<file path="config.mk">
export PLATFORM = sky130hd
export DESIGN_NAME = ata_sector_address_translate
export DESIGN_NICKNAME = d
export VERILOG_FILES = /design/src/sv/asat_pkg.sv /design/src/sv/asat_div.sv /design/src/sv/ata_sector_address_translate.sv
export SDC_FILE = /design/constraint.sdc
export NUM_CORES = 2
export LEC_CHECK = 0
export BUFFER_PORTS_ARGS = -buffer_cell sky130_fd_sc_hd__buf_4
export CORE_MARGIN = 3
export CORE_UTILIZATION = 32
export DETAILED_ROUTE_END_ITERATION = 10
export HOLD_SLACK_MARGIN = 0.12
export PLACE_DENSITY = 0.47
export SKIP_LAST_GASP = 1
export SYNTH_ARGS = -nofsm -noshare
export SYNTH_HDL_FRONTEND = slang
export SYNTH_SLANG_ARGS = --single-unit
</file>
<file path="constraint.sdc">
create_clock -name i_clk -period 9.3 [get_ports i_clk]
set_clock_uncertainty 0.05 [all_clocks]
set_input_delay 0 -clock i_clk [delete_from_list [all_inputs] [get_ports i_clk]]
set_output_delay 0 -clock i_clk [all_outputs]
set_load 0.005 [all_outputs]
</file>
<file path="src/sv/asat_pkg.sv">
// Shared types and constants for the ATA sector address translation block.
// No dependencies; imported by the top level, the checker and the testbench.
`timescale 1ns / 1ps

package asat_pkg;

    // Field widths
    localparam int SECTOR_W = 32;
    localparam int SPT_W    = 8;
    localparam int HC_W     = 5;
    localparam int CYL_W    = 16;
    localparam int BYTE_W   = 8;
    localparam int OUT_W    = 5 * BYTE_W;   // five task-file bytes
    localparam int CFG_IDX_W = 3;

    // Quotient bits resolved per divider stage
    localparam int DIV_BPS = 4;

    // Task-file constants
    localparam logic [BYTE_W-1:0] BASE_CHS  = 8'hA0;
    localparam logic [BYTE_W-1:0] BASE_LBA  = 8'hE0;
    localparam logic [BYTE_W-1:0] CMD_READ  = 8'h21;
    localparam logic [BYTE_W-1:0] CMD_WRITE = 8'h31;
    localparam logic [BYTE_W-1:0] SLAVE_BIT = 8'h10;

    // Reset geometry
    localparam logic [SPT_W-1:0] SPT_RESET = 8'd63;
    localparam logic [HC_W-1:0]  HC_RESET  = 5'd16;

    // Register indexes
    typedef enum logic [CFG_IDX_W-1:0] {
        CFG_LBA_MODE     = 3'd0,
        CFG_SPT          = 3'd1,
        CFG_HEAD_COUNT   = 3'd2,
        CFG_SECTOR_LIMIT = 3'd3,
        CFG_SLAVE_SELECT = 3'd4,
        CFG_CD_DEVICE    = 3'd5
    } t_cfg_idx;

    // Request info carried alongside the first division
    typedef struct packed {
        logic                ok;
        logic                func;
        logic [SECTOR_W-1:0] sector;
    } t_side1;

    // Request info carried alongside the second division
    typedef struct packed {
        logic                ok;
        logic                func;
        logic [SECTOR_W-1:0] sector;
        logic [SPT_W-1:0]    srem;     // sector within track, zero-based
    } t_side2;

endpackage

</file>
<file path="src/sv/asat_div.sv">
// Pipelined restoring divider with a sideband word that travels with each item.
// Standalone; instantiated twice by ata_sector_address_translate.
`timescale 1ns / 1ps

module asat_div #(
    parameter int DW  = 32,    // dividend width
    parameter int VW  = 8,     // divisor width
    parameter int SW  = 1,     // sideband width
    parameter int BPS = 4      // quotient bits per stage
) (
    input  logic          i_clk,
    input  logic          i_rst_n,
    input  logic          i_valid,
    output logic          o_ready,
    input  logic [DW-1:0] i_dividend,
    input  logic [VW-1:0] i_divisor,   // must be nonzero
    input  logic [SW-1:0] i_side,
    output logic          o_valid,
    input  logic          i_ready,
    output logic [DW-1:0] o_quot,
    output logic [VW-1:0] o_rem,
    output logic [SW-1:0] o_side
);

    localparam int NS = (DW + BPS - 1) / BPS;

    logic          r_v    [NS];
    logic          w_load [NS];
    logic [VW-1:0] r_rem  [NS];
    logic [DW-1:0] r_work [NS];     // dividend bits still to go, quotient bits shifted in
    logic [VW-1:0] r_dsr  [NS];
    logic [SW-1:0] r_side [NS];

    // A stage loads when it is empty or its contents move on this cycle
    assign w_load[NS-1] = !r_v[NS-1] || i_ready;
    generate
        for (genvar s = 0; s < NS - 1; s++) begin : g_load
            assign w_load[s] = !r_v[s] || w_load[s+1];
        end
    endgenerate

    assign o_ready = w_load[0];

    generate
        for (genvar s = 0; s < NS; s++) begin : g_stage
            localparam int LEFT  = DW - s * BPS;
            localparam int STEPS = (LEFT < BPS) ? LEFT : BPS;

            logic          a_v;
            logic [VW-1:0] a_rem;
            logic [DW-1:0] a_work;
            logic [VW-1:0] a_dsr;
            logic [SW-1:0] a_side;
            logic [VW-1:0] n_rem;
            logic [DW-1:0] n_work;

            // Stage inputs: the port for the first stage, the previous stage otherwise
            if (s == 0) begin : g_first
                assign a_v    = i_valid;
                assign a_rem  = '0;
                assign a_work = i_dividend;
                assign a_dsr  = i_divisor;
                assign a_side = i_side;
            end else begin : g_next
                assign a_v    = r_v[s-1];
                assign a_rem  = r_rem[s-1];
                assign a_work = r_work[s-1];
                assign a_dsr  = r_dsr[s-1];
                assign a_side = r_side[s-1];
            end

            // STEPS restoring steps on a narrow remainder
            always_comb begin
                logic [VW:0] trial;
                logic [VW:0] diff;
                n_rem  = a_rem;
                n_work = a_work;
                for (int i = 0; i < STEPS; i++) begin
                    trial = {n_rem, n_work[DW-1]};
                    diff  = trial - {1'b0, a_dsr};
                    if (trial >= {1'b0, a_dsr}) begin
                        n_rem  = diff[VW-1:0];
                        n_work = {n_work[DW-2:0], 1'b1};
                    end else begin
                        n_rem  = trial[VW-1:0];
                        n_work = {n_work[DW-2:0], 1'b0};
                    end
                end
            end

            always_ff @(posedge i_clk) begin
                if (!i_rst_n) begin
                    r_v[s] <= 1'b0;
                end else if (w_load[s]) begin
                    r_v[s] <= a_v;
                end
            end

            always_ff @(posedge i_clk) begin
                if (w_load[s] && a_v) begin
                    r_rem[s]  <= n_rem;
                    r_work[s] <= n_work;
                    r_dsr[s]  <= a_dsr;
                    r_side[s] <= a_side;
                end
            end
        end
    endgenerate

    assign o_valid = r_v[NS-1];
    assign o_quot  = r_work[NS-1];
    assign o_rem   = r_rem[NS-1];
    assign o_side  = r_side[NS-1];

endmodule

</file>
<file path="src/sv/ata_sector_address_translate.sv">
// Top level of the ATA sector address translation block: config registers,
// limit check, two asat_div pipelines and the task-file output register. Uses asat_pkg.
//
//  channel  | direction | handshake             | payload
//  ---------+-----------+-----------------------+----------------------------------------
//  s        | in        | i_s_tvalid/o_s_tready | tuser: func; tdata: sector
//  m        | out       | o_m_tvalid/i_m_tready | tuser: accepted; tdata: five task bytes
//  cfg      | in        | i_cfg_valid/o_cfg_ready | i_cfg_addr: register, i_cfg_data: value
//
// One request per cycle unless the output stalls; the path runs through the front stage,
// the two dividers, each resolving P_DIV_BITS quotient bits per stage, and the output register.
// Synchronous reset clears the valid bits and loads the default geometry.
// A stalled output holds; each stage loads whenever the stage after it can move,
// so empty slots fill up behind a waiting result and nothing is dropped or repeated.
`timescale 1ns / 1ps

module ata_sector_address_translate
    import asat_pkg::*;
#(
    parameter int P_DIV_BITS = DIV_BPS
) (
    input  logic                 i_clk,
    input  logic                 i_rst_n,
    // request stream
    input  logic                 i_s_tvalid,
    output logic                 o_s_tready,
    input  logic [SECTOR_W-1:0]  i_s_tdata,   // [31:0] sector
    input  logic [0:0]           i_s_tuser,   // [0] func (1 = write)
    // task-file stream
    output logic                 o_m_tvalid,
    input  logic                 i_m_tready,
    output logic [OUT_W-1:0]     o_m_tdata,   // [7:0] device_head, [15:8] sector_number,
                                              // [23:16] cylinder_low, [31:24] cylinder_high,
                                              // [39:32] command
    output logic [0:0]           o_m_tuser,   // [0] accepted
    // configuration writes
    input  logic                 i_cfg_valid,
    output logic                 o_cfg_ready,
    input  logic [CFG_IDX_W-1:0] i_cfg_addr,
    input  logic [SECTOR_W-1:0]  i_cfg_data
);

    // Configuration registers
    logic                r_lba_mode;
    logic [SPT_W-1:0]    r_spt;
    logic [HC_W-1:0]     r_hc;
    logic [SECTOR_W-1:0] r_limit;
    logic                r_slave;
    logic                r_cd;

    assign o_cfg_ready = 1'b1;

    always_ff @(posedge i_clk) begin
        if (!i_rst_n) begin
            r_lba_mode <= 1'b0;
            r_spt      <= SPT_RESET;
            r_hc       <= HC_RESET;
            r_limit    <= '0;
            r_slave    <= 1'b0;
            r_cd       <= 1'b0;
        end else if (i_cfg_valid) begin
            unique case (t_cfg_idx'(i_cfg_addr))
                CFG_LBA_MODE:     r_lba_mode <= i_cfg_data[0];
                CFG_SPT:          r_spt      <= i_cfg_data[SPT_W-1:0];
                CFG_HEAD_COUNT:   r_hc       <= i_cfg_data[HC_W-1:0];
                CFG_SECTOR_LIMIT: r_limit    <= i_cfg_data;
                CFG_SLAVE_SELECT: r_slave    <= i_cfg_data[0];
                CFG_CD_DEVICE:    r_cd       <= i_cfg_data[0];
                default: ;
            endcase
        end
    end

    // Zero geometry acts as one
    logic [SPT_W-1:0] w_spt_eff;
    logic [HC_W-1:0]  w_hc_eff;
    assign w_spt_eff = (r_spt == '0) ? SPT_W'(1) : r_spt;
    assign w_hc_eff  = (r_hc == '0)  ? HC_W'(1)  : r_hc;

    // Front stage: limit and CD write checks
    logic   r_in_v;
    t_side1 r_in_side;
    t_side1 n_in_side;
    logic   w_in_load;
    logic   w_d1_ready;

    assign w_in_load  = !r_in_v || w_d1_ready;
    assign o_s_tready = w_in_load;

    always_comb begin
        n_in_side.ok     = !(i_s_tdata > r_limit) && !(i_s_tuser[0] && r_cd);
        n_in_side.func   = i_s_tuser[0];
        n_in_side.sector = i_s_tdata;
    end

    always_ff @(posedge i_clk) begin
        if (!i_rst_n) begin
            r_in_v <= 1'b0;
        end else if (w_in_load) begin
            r_in_v <= i_s_tvalid;
        end
    end

    always_ff @(posedge i_clk) begin
        if (w_in_load && i_s_tvalid) begin
            r_in_side <= n_in_side;
        end
    end

    // Sector / sectors per track
    logic                d1_valid;
    logic                w_d2_ready;
    logic [SECTOR_W-1:0] d1_quot;
    logic [SPT_W-1:0]    d1_rem;
    t_side1              d1_side;

    asat_div #(
        .DW  (SECTOR_W),
        .VW  (SPT_W),
        .SW  ($bits(t_side1)),
        .BPS (P_DIV_BITS)
    ) u_div_spt (
        .i_clk      (i_clk),
        .i_rst_n    (i_rst_n),
        .i_valid    (r_in_v),
        .o_ready    (w_d1_ready),
        .i_dividend (r_in_side.sector),
        .i_divisor  (w_spt_eff),
        .i_side     (r_in_side),
        .o_valid    (d1_valid),
        .i_ready    (w_d2_ready),
        .o_quot     (d1_quot),
        .o_rem      (d1_rem),
        .o_side     (d1_side)
    );

    // Track / head count
    t_side2              w_d2_in_side;
    logic                d2_valid;
    logic                w_out_load;
    logic [SECTOR_W-1:0] d2_quot;
    logic [HC_W-1:0]     d2_rem;
    t_side2              d2_side;

    always_comb begin
        w_d2_in_side.ok     = d1_side.ok;
        w_d2_in_side.func   = d1_side.func;
        w_d2_in_side.sector = d1_side.sector;
        w_d2_in_side.srem   = d1_rem;
    end

    asat_div #(
        .DW  (SECTOR_W),
        .VW  (HC_W),
        .SW  ($bits(t_side2)),
        .BPS (P_DIV_BITS)
    ) u_div_hc (
        .i_clk      (i_clk),
        .i_rst_n    (i_rst_n),
        .i_valid    (d1_valid),
        .o_ready    (w_d2_ready),
        .i_dividend (d1_quot),
        .i_divisor  (w_hc_eff),
        .i_side     (w_d2_in_side),
        .o_valid    (d2_valid),
        .i_ready    (w_out_load),
        .o_quot     (d2_quot),
        .o_rem      (d2_rem),
        .o_side     (d2_side)
    );

    // Output stage: assemble the task-file bytes
    logic              r_out_v;
    logic [OUT_W-1:0]  r_out_data;
    logic              r_out_user;
    logic [OUT_W-1:0]  n_out_data;

    assign w_out_load = !r_out_v || i_m_tready;

    always_comb begin
        logic [BYTE_W-1:0] base;
        logic [3:0]        head;
        logic [BYTE_W-1:0] secreg;
        logic [CYL_W-1:0]  cyl;
        logic [BYTE_W-1:0] dev_head;
        logic [BYTE_W-1:0] cmd;
        if (r_lba_mode) begin
            base   = BASE_LBA;
            head   = d2_side.sector[27:24];
            secreg = d2_side.sector[7:0];
            cyl    = d2_side.sector[23:8];
        end else begin
            base   = BASE_CHS;
            head   = d2_rem[3:0];
            secreg = d2_side.srem + SPT_W'(1);
            cyl    = d2_quot[CYL_W-1:0];
        end
        dev_head = base + {4'b0000, head} + (r_slave ? SLAVE_BIT : '0);
        cmd      = d2_side.func ? CMD_WRITE : CMD_READ;
        if (d2_side.ok) begin
            n_out_data = {cmd, cyl[15:8], cyl[7:0], secreg, dev_head};
        end else begin
            n_out_data = '0;
        end
    end

    always_ff @(posedge i_clk) begin
        if (!i_rst_n) begin
            r_out_v <= 1'b0;
        end else if (w_out_load) begin
            r_out_v <= d2_valid;
        end
    end

    always_ff @(posedge i_clk) begin
        if (w_out_load && d2_valid) begin
            r_out_data <= n_out_data;
            r_out_user <= d2_side.ok;
        end
    end

    assign o_m_tvalid   = r_out_v;
    assign o_m_tdata    = r_out_data;
    assign o_m_tuser[0] = r_out_user;

endmodule

</file>
### Word level (Yosys, flattened, before mapping)

Memories as Yosys holds them, arrays and structs flattened.
Index checks and enable logic that the tools add are counted.

| storage, ports and cells | value |
|---|---|
| memories | 10 |
| memory bits (writable) | 1,344 |
| output and inout bits | 44 |
| flip-flop bits (word level) | 125 |
| logic and storage cells | 476 |

| cells by class | value |
|---|---|
| eq/ne operators | 5 |
| bitwise logic cells | 16 |
| order comparisons | 65 |
| mux-type cells | 233 |
| reductions and logical operators | 67 |
| add/sub/neg operators | 67 |

Memory list:

| memory | words | bits a word | read ports | clocked after Yosys merged registers in | write ports | RTL line | RTL |
|---|---|---|---|---|---|---|---|
| u_div_hc.r_side | 8 | 42 | 8 | 0 | 8 | asat_div.sv:32 | `logic [SW-1:0] r_side [NS];` |
| u_div_spt.r_side | 8 | 34 | 8 | 0 | 8 | asat_div.sv:32 |  |
| u_div_hc.r_work | 8 | 32 | 8 | 0 | 8 | asat_div.sv:30 | `logic [DW-1:0] r_work [NS];` |
| u_div_spt.r_work | 8 | 32 | 8 | 0 | 8 | asat_div.sv:30 |  |
| u_div_spt.r_dsr | 8 | 8 | 7 | 0 | 8 | asat_div.sv:31 | `logic [VW-1:0] r_dsr [NS];` |
| u_div_spt.r_rem | 8 | 8 | 8 | 0 | 8 | asat_div.sv:29 | `logic [VW-1:0] r_rem [NS];` |
| 4 more memories | - | - | - | - | - | - |  |

Operators by type and width:

| cell | count |
|---|---|
| $ge 9x8->1 | 31 |
| $mux 8 | 34 |
| $sub 8x8->8 | 31 |
| $ge 6x5->1 | 31 |
| $mux 5 | 35 |
| $mux 1 | 161 |
| $sub 5x5->5 | 31 |
| $gt 32x32->1 | 1 |
| $logic_and 1x1->1 | 20 |
| $logic_not 1->1 | 20 |
| $logic_or 1x1->1 | 18 |
| $mux 16 | 1 |
| $or 1x1->1 | 16 |
| $reduce_and 2->1 | 6 |
| $add 8x1->8 const B | 1 |
| $add 8x4->8 | 1 |
| $add 8x5->8 | 1 |
| $ge 1x8->1 | 1 |
| $logic_not 8->1 | 1 |
| $sub 1x8->8 | 1 |
| $mux 7 | 1 |
| $eq 3x2->1 const B | 2 |
| $eq 3x3->1 const B | 2 |
| $ge 1x5->1 | 1 |
| 5 further kinds | 5 |

### Longest topological paths before layout

| depth | value |
|---|---|
| word-level depth | 22 |
| depth in mapped cells | 45 |
| mapped depth without buffers | 43 |

### Cells and area by module

Synthesis repeated with hierarchy kept, for this count alone.

| unflattened totals | value |
|---|---|
| cells, all modules | 4,694 |
| area total of the unflattened synthesis | 67,034.3 um2 |

By module, submodules not included:

| module | times used | cells each | area each (um2) | seq. area each (um2) |
|---|---|---|---|---|
| asat_div at u_div_spt | 1 | 2,390 | 33,024.2 | 19,688.9 |
| asat_div at u_div_hc | 1 | 1,791 | 28,567.4 | 20,259.4 |
| ata_sector_address_translate | 1 | 513 | 5,442.7 | 3,012.9 |

### Worst setup path after synthesis

No wires, ideal clock.

| timing | value |
|---|---|
| kind | register to register |
| start point | memory u_div_spt.r_dsr[4][1] (netlist: u_div_spt.r_dsr[1][1]) |
| end point | memory u_div_spt.r_rem[5][5] (netlist: u_div_spt.r_rem[1][13]) (data pin) |
| stages on the path, launching flop included | 43 |
| setup slack | 0.288 ns |
| library setup time | 0.261 ns |
| arrival | 8.702 ns |
| path buffers | 2 |
| cell sequence | edfxtp_1 inv_1 ha_1 nand2b_1 a211oi_1 nor3_1 a31oi_1 nor2_2 clkinv_1 o21ai_0 inv_1 ha_1 nand2b_1 a21oi_1 o31a_1 o221a_2 nor3_2 inv_2 [7 not listed] a31oi_1 o21ai_0 a21o_1 a211oi_4 inv_2 buf_2 a21oi_1 ha_1 nand2b_1 a21oi_1 a211oi_1 o21ai_0 o21ai_0 nand2b_1 nor2_1 mux2_4 inv_2 a221o_1 |

RTL lines:

| element | RTL line |
|---|---|
| start, declared | asat_div.sv:31 |
| end, declared | asat_div.sv:29 |

==> results.toml <==
[run_status]
status = "finished, final reports clean"

[floorplanning]
dieWidth_um = 433
core-area_mm2 = 0.181
row_count = 156
start_util = 0.322
die_y_um = 433
ios = 117
die_area_mm2 = 0.188

[place]
numPortBuffers = 110
place_area_mm2 = 0.0628
gp_congestion = 0.841
place_inst = 6964
hpwl_mm = 92.8

[logic_synthesis]
yosysTopAreaCell = "edfxtp_1"
synthFlopType = "edfxtp_1"
seq_area_frac_synth = 0.591
syn_area_mm2 = 0.0584
ys_ff_latch = 1167
postSynthCellCount = 4454
syn_avg_cell_area_um2 = 13.1
synthArstFlopShare = 0
yosys.cell_types.count = 99
yosysWarnings = 0
synth-edff-count = 1115
yosys-top-cells-area = "edfxtp_1 57%, ha_1 9.4%, inv_1 2.5%"
synth_top_area_share = 0.573

[routing]
wl_per_cell_um = 17.2
drt-pass1-iter-count = 5
vias = 34800
drcViolationCount = 0
drtIter0Drc = 1945
viasPerCell = 4.70
final_antenna_net_count = 0
drt-total-wl_mm = 127

[timing]
fin_hold_ws_ns = 0.195
worstMarginPinSlew_ns = 0.944
finalSetupViolCount = 0
clock.fmax_mhz = 114
maxSlewHeadroom = 0.371
fin_crit_sh = 0.943
hold_viol = 0
period_needed_ns = 8.77
report.final.slew_viol_count = 0

[finish]
drive_gt1_frac = 0.124
fin_area_mm2 = 0.0692
fin_cells = 7409
area_delta_synth_final_pct = 18.4
nNetsFinal = 5511

[clock_network]
clock_latency_ns = 0.76
numCtsBuffers = 132
cts_sinks = 1167
cts_tree = "yes"
clk_pin_slew_ns = 0.06
cts_max_path_buffers = 3
cts-root-buf = "clkbuf_16"
cts-htree-levels = 4

[global_routing]
grt_overflow = 0
grt_use_total = 0.137
grt_first_pass_wirelength_mm = 202
grt_pass1_vias = 35700
grt_antenna_before_repair = 4
grt_max_degree = 81

[pwr]
seq_power_share = 0.393
p_per_area_mw_per_mm2 = 220
power.leakage_nw = 25.9
swShare = 0.289
p_int_mw = 10.8
p_switching_mw = 4.40
pwr-share-comb = 0.280
ir_drop_mv = 0.195
clockPowerShare = 0.327

[critical_path]
worstSetupPathType = "flip-flop to flip-flop"
crit_slowest_cell = "or4_1"
crit_path_start_kind = "flip-flop"
critPathArrivalTime_ns = 9.22
slowest_delay_ns = 0.44
path_max_fanout = 11
crit_required_ns = 9.75
reg2reg_slack_ns = 0.53
crit_path_end_kind = "flip-flop"

[run]
cap_violations = 0

[hold_path]
hold_path.class = "input pin to flip-flop"
==> metal layers <==
layer  part of all wire  GRT usage  routed length (µm)
met2               0.47      0.226               60000
met4              0.030     0.0487                3750
met1               0.46      0.181               58500
met3              0.038     0.0235                4840
met5            0.00010          0                  13
==> state kept, by name, summed over array words and instances, names as in the netlist <==
register          count
r_in_v                1
u_div_hc.r_work     152
u_div_spt.r_v         8
u_div_spt.r_dsr      56
u_div_hc.r_rem       39
u_div_hc.r_dsr       35
r_in_side            34
r_hc                  5
o_m_tdata            32
o_m_tuser             1
r_spt                 8
r_lba_mode            1
r_cd                  1
r_limit              32
u_div_spt.r_rem      64
r_slave               1
u_div_spt.r_work    249
u_div_spt.r_side    135
u_div_hc.r_v          8
o_m_tvalid            1
u_div_hc.r_side     304
==> final cells by class <==
class,instances,area [µm²]
tap,2370,2970
timing repair buffer,425,3700
sequential,1167,34500
antenna,3,7.51
clock buffer,165,3430
fill,17200,112000
clock inverter,69,774
multi-input combinational,2809,22300
inverter,401,1510
==> metrics by stage <==
| stage | TNS, ns | util | power, mW | setup WS (ns) |
|---|---|---|---|---|
| 2_1_floorplan | 0 | - | 9.07 | 0.288 |
| 5_1_grt | -0.0490 | 0.382 | 16.2 | -0.0175 |
| 3_3_place_gp | 0 | 0.347 | 10.2 | 0.296 |
| 3_5_place_dp | 0 | 0.347 | 10.2 | 0.263 |
| 4_1_cts | 0 | 0.381 | 15.3 | 0.229 |
| 6_report | 0 | 0.382 | 15.2 | 0.532 |
==> cells by family (layout without fill, tap and decap cells) <==
logic type      count (synthesis)  in the layout  synth area share
xor+xnor                      226            226            0.0339
mux                           226            226            0.0422
buf+inv                       482           1060            0.0324
compound gates                901            901             0.104
simple gates                  948            948            0.0805
other cells                     2              9          0.000129
flops                        1167           1167             0.591
fa+ha+maj                     502            502             0.116
==> Yosys cell counts (57+ instances only) <==
cell / instances
edfxtp_1: 1115
xor2_1: 83
nand3_1: 74
nand2_1: 281
xnor2_1: 143
a21o_1: 124
fa_1: 62
inv_1: 392
nor2b_1: 96
a21oi_1: 223
ha_1: 440
mux2_2: 109
nor2_1: 192
o21ai_0: 192
mux2i_1: 98
clkbuf_1: 59
a21boi_0: 57
==> critical path: cells and delay by family (launching register included) <==
| family | cells | cell delay (ns) |
|---|---|---|
| AOI/OAI and AO/OA | 15 | 3.02 |
| and+or+nand+nor | 10 | 1.84 |
| adders and majority gates | 4 | 1.29 |
| buffers and inverters | 6 | 1.01 |
| muxes | 3 | 0.89 |
| DFF | 1 | 0.41 |
==> final timing paths <==
kind	startpoint	to	depth (start not counted)
worst max register to register	u_div_spt.r_dsr[0][14]$_DFFE_PP_	u_div_spt.r_rem[0][23]$_DFFE_PP_	38
worst min register to register	u_div_spt.r_work[0][37]$_DFFE_PP_	u_div_spt.r_work[0][73]$_DFFE_PP_	0
worst max-delay path	u_div_spt.r_dsr[0][14]$_DFFE_PP_	u_div_spt.r_rem[0][23]$_DFFE_PP_	38
worst min-delay path	i_m_tready	o_m_tvalid$_SDFFE_PN0P_	4
==> cell usage in the layout, fill, tap and decap left out, drive strengths merged, types with 20 or more instances in the layout <==
cell / netlist / layout
and2: 44 / 44
a21o: 124 / 124
clkbuf: 59 / 165
o211ai: 33 / 33
dfxtp: 52 / 52
nand2: 281 / 281
a211oi: 26 / 26
clkinv: 2 / 47
nand3: 74 / 74
edfxtp: 1115 / 1115
and3: 28 / 28
xnor2: 143 / 143
o21a: 45 / 45
nor2: 195 / 195
mux2: 127 / 127
fa: 62 / 62
a221o: 20 / 20
dlygate4sd3: 0 / 204
ha: 440 / 440
mux2i: 99 / 99
or2: 23 / 23
inv: 399 / 412
nor3: 45 / 45
a21oi: 225 / 225
buf: 22 / 221
o21ai: 197 / 197
nor2b: 96 / 96
nand4: 48 / 48
nand2b: 45 / 45
a21boi: 57 / 57
xor2: 83 / 83
==> power groups by stage <==
stage | registers, mW | clock network [mW] | logic [mW]
2_1_floorplan | 6.06 | 0 | 3.00
3_3_place_gp | 6.09 | 0 | 4.10
3_5_place_dp | 6.08 | 0 | 4.11
4_1_cts | 5.98 | 5.18 | 4.18
5_1_grt | 5.98 | 5.42 | 4.77
6_report | 5.97 | 4.98 | 4.25
==> repair_timing <==
item	CTS	global route
endpoints found under the hold margin	148	0
setup endpoints to repair	0	60
hold buffers	204	0
buffers inserted	0	4
resized for setup	0	33
(Power assumes the default switching activity.)
